==> config.mk <==
export PLATFORM = sky130hd
export DESIGN_NAME = software_timer_table_top
export DESIGN_NICKNAME = d
export VERILOG_FILES = /design/src/hdl/stt_pkg.sv /design/src/hdl/stt_cell.sv /design/src/hdl/software_timer_table_top.sv
export SDC_FILE = /design/constraint.sdc
export NUM_CORES = 2
export LEC_CHECK = 0
export ABC_AREA = 1
export BUFFER_PORTS_ARGS = -buffer_cell sky130_fd_sc_hd__buf_4
export CORE_MARGIN = 2
export CORE_UTILIZATION = 40
export CTS_CLUSTER_DIAMETER = 30
export DETAILED_ROUTE_END_ITERATION = 8
export GPL_TIMING_DRIVEN = 0
export HOLD_SLACK_MARGIN = 0.03
export PLACE_DENSITY_LB_ADDON = 0.25
export RECOVER_POWER = 25
export SLEW_MARGIN = 20
export SYNTH_ARGS = -nofsm -noshare
export SYNTH_HDL_FRONTEND = slang
export SYNTH_HIERARCHICAL = 1
export SYNTH_SLANG_ARGS = --single-unit
==> constraint.sdc <==
create_clock -name aclk -period 31.6 [get_ports aclk]
set_clock_uncertainty 0.15 [all_clocks]
set_input_delay 1.58 -clock aclk [delete_from_list [all_inputs] [get_ports aclk]]
set_output_delay 1.58 -clock aclk [all_outputs]
set_load 0.01 [all_outputs]
==> src/hdl/stt_pkg.sv <==
// Shared types and constants for the software timer table.
package stt_pkg;

    localparam int TIMER_INDEX_W = 4;

    localparam logic [2:0] KIND_ALLOC = 3'd0;
    localparam logic [2:0] KIND_FREE  = 3'd1;
    localparam logic [2:0] KIND_BIND  = 3'd2;
    localparam logic [2:0] KIND_ARM   = 3'd3;
    localparam logic [2:0] KIND_TICK  = 3'd4;

    localparam logic [1:0] ST_FREE  = 2'd0;
    localparam logic [1:0] ST_ALLOC = 2'd1;
    localparam logic [1:0] ST_ARMED = 2'd2;

    localparam logic       RK_ALLOC  = 1'b0;
    localparam logic       RK_EXPIRY = 1'b1;

    localparam logic [31:0] NO_DEADLINE = 32'hffff_ffff;
    localparam logic [4:0]  MAX_EXPIRY  = 5'd16;

    // Broadcast to every cell in the beat an item is accepted.
    typedef struct packed {
        logic                     we;
        logic [2:0]               kind;
        logic [TIMER_INDEX_W-1:0] index;
        logic [3:0]               fifo_id;
        logic [7:0]               event_data;
        logic [31:0]              deadline;
    } stt_cmd_t;

    // Scan token walking down the cell chain.
    typedef struct packed {
        logic        op_tick;
        logic        found;
        logic [3:0]  slot;
        logic [31:0] count;
        logic [31:0] min_dl;
        logic [4:0]  n_exp;
    } stt_token_t;

    // Expiry record raised by the cell that holds the token.
    typedef struct packed {
        logic       hit;
        logic [3:0] slot;
        logic [3:0] dest_fifo;
        logic [7:0] event_byte;
    } stt_expiry_t;

endpackage

==> src/hdl/stt_cell.sv <==
// One timer slot: status, deadline, queue id and event byte, with its stage of the scan token.
module stt_cell #(
    parameter int INDEX         = 0,
    parameter int QUEUE_ID_BITS = 4
) (
    input  logic                aclk,
    input  logic                aresetn,
    input  logic                advance,
    input  stt_pkg::stt_cmd_t   cmd,
    input  logic                tok_in_valid,
    input  stt_pkg::stt_token_t tok_in,
    output logic                tok_out_valid,
    output stt_pkg::stt_token_t tok_out,
    output stt_pkg::stt_expiry_t expiry
);
    import stt_pkg::*;

    localparam bit         ADDRESSABLE = (INDEX < (1 << TIMER_INDEX_W));
    localparam logic [3:0] MY_SLOT     = 4'(INDEX);
    localparam logic [TIMER_INDEX_W-1:0] MY_ADDR = TIMER_INDEX_W'(INDEX);

    logic [1:0]               status_reg, status_next;
    logic [31:0]              deadline_reg;
    logic [QUEUE_ID_BITS-1:0] queue_reg;
    logic [7:0]               event_reg;
    logic                     tok_valid_reg;
    stt_token_t               tok_reg, tok_next;
    logic                     addressed;
    logic                     take;
    logic [QUEUE_ID_BITS+3:0] queue_wide_in;
    logic [QUEUE_ID_BITS+3:0] queue_wide_out;

    assign addressed      = ADDRESSABLE && cmd.we && (cmd.index == MY_ADDR);
    assign take           = tok_in_valid && advance;
    assign queue_wide_in  = {{QUEUE_ID_BITS{1'b0}}, cmd.fifo_id};
    assign queue_wide_out = {4'b0000, queue_reg};

    always_comb begin
        status_next = status_reg;
        tok_next    = tok_in;
        expiry      = '0;
        if (take) begin
            if (tok_in.op_tick) begin
                if (status_reg == ST_ARMED) begin
                    if ((deadline_reg <= tok_in.count) && (tok_in.n_exp < MAX_EXPIRY)) begin
                        status_next       = ST_ALLOC;
                        tok_next.n_exp    = tok_in.n_exp + 5'd1;
                        expiry.hit        = 1'b1;
                        expiry.slot       = MY_SLOT;
                        expiry.dest_fifo  = queue_wide_out[3:0];
                        expiry.event_byte = event_reg;
                    end else if (deadline_reg < tok_in.min_dl) begin
                        tok_next.min_dl = deadline_reg;
                    end
                end
            end else if (!tok_in.found && (status_reg == ST_FREE)) begin
                status_next    = ST_ALLOC;
                tok_next.found = 1'b1;
                tok_next.slot  = MY_SLOT;
            end
        end else if (addressed) begin
            case (cmd.kind)
                KIND_FREE: status_next = ST_FREE;
                KIND_ARM:  status_next = ST_ARMED;
                default:   status_next = status_reg;
            endcase
        end
    end

    always_ff @(posedge aclk) begin
        if (!aresetn) begin
            status_reg    <= ST_FREE;
            tok_valid_reg <= 1'b0;
        end else begin
            status_reg <= status_next;
            if (advance) begin
                tok_valid_reg <= tok_in_valid;
            end
        end
    end

    always_ff @(posedge aclk) begin
        if (advance) begin
            tok_reg <= tok_next;
        end
        if (addressed && (cmd.kind == KIND_BIND)) begin
            queue_reg <= queue_wide_in[QUEUE_ID_BITS-1:0];
            event_reg <= cmd.event_data;
        end
        if (addressed && (cmd.kind == KIND_ARM)) begin
            deadline_reg <= cmd.deadline;
        end
    end

    assign tok_out_valid = tok_valid_reg;
    assign tok_out       = tok_reg;

endmodule

==> src/hdl/software_timer_table_top.sv <==
// Top level of the software timer table: command decode, cell chain, result staging.
//
//  channel | dir | tdata                                  | tuser          | tlast
//  s_      | in  | timer_index, fifo_id, event_data, timeout | kind         | -
//  m_      | out | alloc_ok, slot_index, dest_fifo, event_byte | result_kind | last
//
// Free, bind, arm and a tick with nothing due leave s_tready high for the next beat.
// Allocate and a due tick send a token down the row of NUM_TIMERS cells, one cell a
// cycle while m_ does not stall; s_tready drops after the accept and returns only
// after the end of the scan.
// While the token is held by a stalled result register the whole row holds.
// Synchronous active-low reset frees every slot; deadlines, queues and events keep
// no reset value.
module software_timer_table_top #(
    parameter int NUM_TIMERS    = 16,
    parameter int QUEUE_ID_BITS = 4
) (
    input  logic        aclk,
    input  logic        aresetn,
    input  logic        s_tvalid,
    output logic        s_tready,
    input  logic [47:0] s_tdata,   // timer_index[3:0], fifo_id[7:4], event_data[15:8], timeout[47:16]
    input  logic [2:0]  s_tuser,   // kind[2:0]
    output logic        m_tvalid,
    input  logic        m_tready,
    output logic [23:0] m_tdata,   // alloc_ok[0], slot_index[4:1], dest_fifo[8:5], event_byte[16:9]
    output logic [0:0]  m_tuser,   // result_kind[0]
    output logic        m_tlast
);
    import stt_pkg::*;

    logic [2:0]  in_kind;
    logic [3:0]  in_index;
    logic [3:0]  in_fifo;
    logic [7:0]  in_event;
    logic [31:0] in_timeout;

    logic        accept;
    logic        out_free;
    logic        advance;
    logic        idx_in_range;
    logic [31:0] tick_inc;
    logic [31:0] arm_dl;
    logic        due;
    logic        launch;
    logic        scan_end;

    logic [31:0] tick_count_reg, tick_count_next;
    logic [31:0] next_deadline_reg, next_deadline_next;
    logic        busy_reg, busy_next;
    logic        launch_valid_reg, launch_valid_next;
    stt_token_t  launch_tok_reg;

    logic        pend_valid_reg, pend_valid_next;
    stt_expiry_t pend_reg, pend_next;

    logic        out_valid_reg, out_valid_next;
    logic        out_kind_reg, out_kind_next;
    logic        out_ok_reg, out_ok_next;
    logic [3:0]  out_slot_reg, out_slot_next;
    logic [3:0]  out_dest_reg, out_dest_next;
    logic [7:0]  out_event_reg, out_event_next;
    logic        out_last_reg, out_last_next;

    stt_cmd_t    cmd;
    logic        tok_valid [0:NUM_TIMERS];
    stt_token_t  tok       [0:NUM_TIMERS];
    stt_expiry_t cell_exp  [NUM_TIMERS];
    stt_expiry_t hit;

    assign in_index   = s_tdata[3:0];
    assign in_fifo    = s_tdata[7:4];
    assign in_event   = s_tdata[15:8];
    assign in_timeout = s_tdata[47:16];
    assign in_kind    = s_tuser;

    assign s_tready     = !busy_reg;
    assign accept       = s_tvalid && s_tready;
    assign out_free     = !out_valid_reg || m_tready;
    assign advance      = out_free;
    assign idx_in_range = (32'(in_index) < 32'(NUM_TIMERS));
    assign tick_inc     = tick_count_reg + 32'd1;
    assign arm_dl       = in_timeout + tick_count_reg;
    assign due          = (next_deadline_reg <= tick_inc);
    assign launch       = accept && ((in_kind == KIND_ALLOC) || ((in_kind == KIND_TICK) && due));
    assign scan_end     = tok_valid[NUM_TIMERS] && advance;

    assign cmd.we         = accept;
    assign cmd.kind       = in_kind;
    assign cmd.index      = in_index;
    assign cmd.fifo_id    = in_fifo;
    assign cmd.event_data = in_event;
    assign cmd.deadline   = arm_dl;

    assign tok_valid[0] = launch_valid_reg;
    assign tok[0]       = launch_tok_reg;

    for (genvar k = 0; k < NUM_TIMERS; k++) begin : g_cell
        stt_cell #(
            .INDEX         (k),
            .QUEUE_ID_BITS (QUEUE_ID_BITS)
        ) u_cell (
            .aclk          (aclk),
            .aresetn       (aresetn),
            .advance       (advance),
            .cmd           (cmd),
            .tok_in_valid  (tok_valid[k]),
            .tok_in        (tok[k]),
            .tok_out_valid (tok_valid[k+1]),
            .tok_out       (tok[k+1]),
            .expiry        (cell_exp[k])
        );
    end

    // Only the cell holding the token can raise a hit, so an OR collects it.
    always_comb begin
        hit = '0;
        for (int k = 0; k < NUM_TIMERS; k++) begin
            hit = hit | cell_exp[k];
        end
    end

    always_comb begin
        tick_count_next    = tick_count_reg;
        next_deadline_next = next_deadline_reg;
        busy_next          = busy_reg;
        launch_valid_next  = launch_valid_reg;

        if (accept && (in_kind == KIND_TICK)) begin
            tick_count_next = tick_inc;
        end
        if (accept && (in_kind == KIND_ARM) && idx_in_range && (arm_dl < next_deadline_reg)) begin
            next_deadline_next = arm_dl;
        end
        if (scan_end && tok[NUM_TIMERS].op_tick) begin
            next_deadline_next = tok[NUM_TIMERS].min_dl;
        end

        if (launch) begin
            busy_next = 1'b1;
        end else if (scan_end) begin
            busy_next = 1'b0;
        end

        if (launch) begin
            launch_valid_next = 1'b1;
        end else if (advance) begin
            launch_valid_next = 1'b0;
        end
    end

    // Hold each expiry one step in pend so the final one can carry last.
    always_comb begin
        pend_valid_next = pend_valid_reg;
        pend_next       = pend_reg;
        out_valid_next  = out_valid_reg && !m_tready;
        out_kind_next   = out_kind_reg;
        out_ok_next     = out_ok_reg;
        out_slot_next   = out_slot_reg;
        out_dest_next   = out_dest_reg;
        out_event_next  = out_event_reg;
        out_last_next   = out_last_reg;

        if (hit.hit) begin
            if (pend_valid_reg) begin
                out_valid_next = 1'b1;
                out_kind_next  = RK_EXPIRY;
                out_ok_next    = 1'b0;
                out_slot_next  = pend_reg.slot;
                out_dest_next  = pend_reg.dest_fifo;
                out_event_next = pend_reg.event_byte;
                out_last_next  = 1'b0;
            end
            pend_valid_next = 1'b1;
            pend_next       = hit;
        end else if (scan_end) begin
            if (tok[NUM_TIMERS].op_tick) begin
                if (pend_valid_reg) begin
                    out_valid_next = 1'b1;
                    out_kind_next  = RK_EXPIRY;
                    out_ok_next    = 1'b0;
                    out_slot_next  = pend_reg.slot;
                    out_dest_next  = pend_reg.dest_fifo;
                    out_event_next = pend_reg.event_byte;
                    out_last_next  = 1'b1;
                end
                pend_valid_next = 1'b0;
            end else begin
                out_valid_next = 1'b1;
                out_kind_next  = RK_ALLOC;
                out_ok_next    = tok[NUM_TIMERS].found;
                out_slot_next  = tok[NUM_TIMERS].found ? tok[NUM_TIMERS].slot : 4'd0;
                out_dest_next  = 4'd0;
                out_event_next = 8'd0;
                out_last_next  = 1'b1;
            end
        end
    end

    always_ff @(posedge aclk) begin
        if (!aresetn) begin
            tick_count_reg    <= 32'd0;
            next_deadline_reg <= NO_DEADLINE;
            busy_reg          <= 1'b0;
            launch_valid_reg  <= 1'b0;
            pend_valid_reg    <= 1'b0;
            out_valid_reg     <= 1'b0;
        end else begin
            tick_count_reg    <= tick_count_next;
            next_deadline_reg <= next_deadline_next;
            busy_reg          <= busy_next;
            launch_valid_reg  <= launch_valid_next;
            pend_valid_reg    <= pend_valid_next;
            out_valid_reg     <= out_valid_next;
        end
    end

    always_ff @(posedge aclk) begin
        if (launch) begin
            launch_tok_reg.op_tick <= (in_kind == KIND_TICK);
            launch_tok_reg.found   <= 1'b0;
            launch_tok_reg.slot    <= 4'd0;
            launch_tok_reg.count   <= tick_inc;
            launch_tok_reg.min_dl  <= NO_DEADLINE;
            launch_tok_reg.n_exp   <= 5'd0;
        end
        pend_reg      <= pend_next;
        out_kind_reg  <= out_kind_next;
        out_ok_reg    <= out_ok_next;
        out_slot_reg  <= out_slot_next;
        out_dest_reg  <= out_dest_next;
        out_event_reg <= out_event_next;
        out_last_reg  <= out_last_next;
    end

    assign m_tvalid = out_valid_reg;
    assign m_tdata  = {7'd0, out_event_reg, out_dest_reg, out_slot_reg, out_ok_reg};
    assign m_tuser  = out_kind_reg;
    assign m_tlast  = out_last_reg;

endmodule

==> flow_summary.toml <==
[status]
outcome = "finished with violations"
violations = "max-capacitance violations, max-slew violations"

[drt]
drtIter0Drc = 6736
avgRoutedWirePerCell_um = 20.3
drtAntennaViolNets = 0
finalWirelength_um = 323000
dr.pass1.iters = 6
viasPerCell = 5.03
drc_errors = 0
vias = 79781

[setup_path]
end_kind = "flop"
cp_common_cell = "buf_16"
worstPathCellList = "clkbuf_1 -> nor2_1 -> clkinvlp_2 -> clkbuf_1 -> buf_16 -> buf_16 -> buf_16 -> buf_16 -> nand2_2 -> nor2_2 -> inv_2 -> nor2_4 -> nand3_2 -> inv_1 -> buf_4 -> nor4_1 -> and2_1 -> nand2_1 -> inv_1 -> nand2_1 -> and2_1"
critPathArrivalTime_ns = 13.61
cp-start-kind = "input pin"
cp.required_ns = 32.08
path_class = "in -> reg"
crit_path_top_delay_cell = "clkbuf_1"
cp_slowest_stage_delay_ns = 4.02
cp_max_fo = 112

[timing]
fin_crit_sh_pct = 41.5
grt_setup_unrepaired = "false"
fmax_mhz = 76.2
finalSetupTns_ns = 0
period_needed_ns = 13.13
hold_violations = 0
slew_headroom_pct = -272
setup_viol = 0
slew_violations = 255
tightest_slew_ns = 5.58

[pwr]
comb_power_share_pct = 5.1
intPower_mw = 6.26
leakage_nw = 62.2
p_sw_share_pct = 23.5
ir_drop_v = 0.0000505
switchingPower_mw = 1.93
cellPowerDensity_nw_per_um2 = 61.2
clockPowerShare_pct = 57.1
seqPwrFrac_pct = 37.9

[grt]
grt_max_degree = 113
grt_pass1_wl_um = 479000
grt.met3_usage_pct = 4.18
busiest_layer = "met2"
antenna_found_initial = 32
grt_pass1_vias = 78921
grt_usage_pct = 22.7
grt_overflow_total = 0
met2_usage_pct = 37.8
use_met1_pct = 29.0

[clocking]
clock-sinks = 2047
cts_buffers = 450
cts_setup_buffers = 0
clk_pin_slew_ns = 0.05
htreeDepth = 5
ctsResizeCount = 0
clk_path_buf_depth = 4
insertion_delay_ns = 0.95
cts_hold_buf = 0
cts_root_buffer = "clkbuf_16"
cts_tree = "done"

[synthesis]
synth.avg_cell_area_sq_um = 10.1
synthesis.area_sq_um = 111000
ys.warnings.count = 6
synth_cells = 11034

[cells_and_area]
nets = 12927
stdcell_area_sq_um = 134000
final_core_util_pct = 48.4
drive_gt1_share_pct = 14.9
largest_reg_flops = 1159
areaGrowthSynthToFinish_pct = 20.6

[place]
numPortBuffers = 75
routabilityCongestion = 0.911
placed_area_sq_um = 119000
dp_hpwl_um = 246000

[floorplanning]
die_w_um = 531
num_rows = 193
start_util_pct = 40.2
dieArea_sq_um = 282000
coreArea_sq_um = 276000
ios = 83
die_y_um = 531

[worst_hold_path]
hold_path.class = "reg -> reg"

[run]
drv_cap = 5
==> power groups by stage <==
stage               combinational, mW  sequential (mW)  clock, mW
floorplan                       0.211             3.12          0
global placement                0.369             3.15          0
detailed placement              0.418             3.15          0
CTS                             0.420             3.10       4.74
global route                    0.457             3.10       4.87
finish                          0.417             3.10       4.67
==> layer usage <==
layer	wire [um]	up-vias
met4	12900	6
met1	135000	38046
met5	46	-
met3	22600	691
li1	-	38442
met2	153000	2596
==> area by class of cell <==
cell class / instances / area [sq um]
buffer: 266 / 1990
clock inverter: 347 / 3850
fill: 24855 / 142000
timing repair buffer: 163 / 2060
sequential: 2047 / 60300
antenna: 24 / 60.1
tap: 3705 / 4640
inverter: 1991 / 7470
multi-input combinational: 6834 / 41900
clock buffer: 495 / 11600
==> critical path: cells and delay by family <==
family        cells  cell delay, ns
simple gates     10            2.60
buf+inv          11            9.06
==> worst paths after layout <==
| check | startpoint | slack (ns) | to | cells past startpoint |
|---|---|---|---|---|
| worst max-delay path | m_tready | 18.47 | m_tlast$_DFFE_PP_ | 21 |
| worst min-delay path | g_cell[12].u_cell/tok_out[41]$_DFFE_PP_ | 0.28 | g_cell[13].u_cell/tok_out[41]$_DFFE_PP_ | 0 |
| worst max register to register | m_tvalid$_SDFF_PN0_ | 19.17 | m_tlast$_DFFE_PP_ | 21 |
| worst min register to register | g_cell[12].u_cell/tok_out[41]$_DFFE_PP_ | 0.28 | g_cell[13].u_cell/tok_out[41]$_DFFE_PP_ | 0 |
==> through the flow <==
stage               setup WS (ns)  std cells  hold WS, ns  power, mW
detailed placement          23.05      15006        0.283       3.56
finish                      18.47      15872        0.285       8.19
floorplan                   0.767      11138        0.276       3.33
CTS                         24.01      15848        0.281       8.25
global placement           -13.55      14918        0.282       3.52
global route                17.57      15852        0.298       8.43
==> placed cells by master (no fill, tap or decap), types with 60 or more instances in the layout <==
master and n:
a21oi_1 551, buf_2 93, buf_4 178, clkbuf_1 88, clkbuf_16 455, clkinvlp_4 70
conb_1 121, dfxtp_1 116, edfxtp_1 1931, ha_1 1118, inv_1 1927, inv_2 60
nand2_1 2304, nand2_2 362, nand3_1 848, nand4_1 182, nor2_1 552, nor4_1 76
o21ai_0 156
Note: power is estimated with default switching activity, not from simulation.
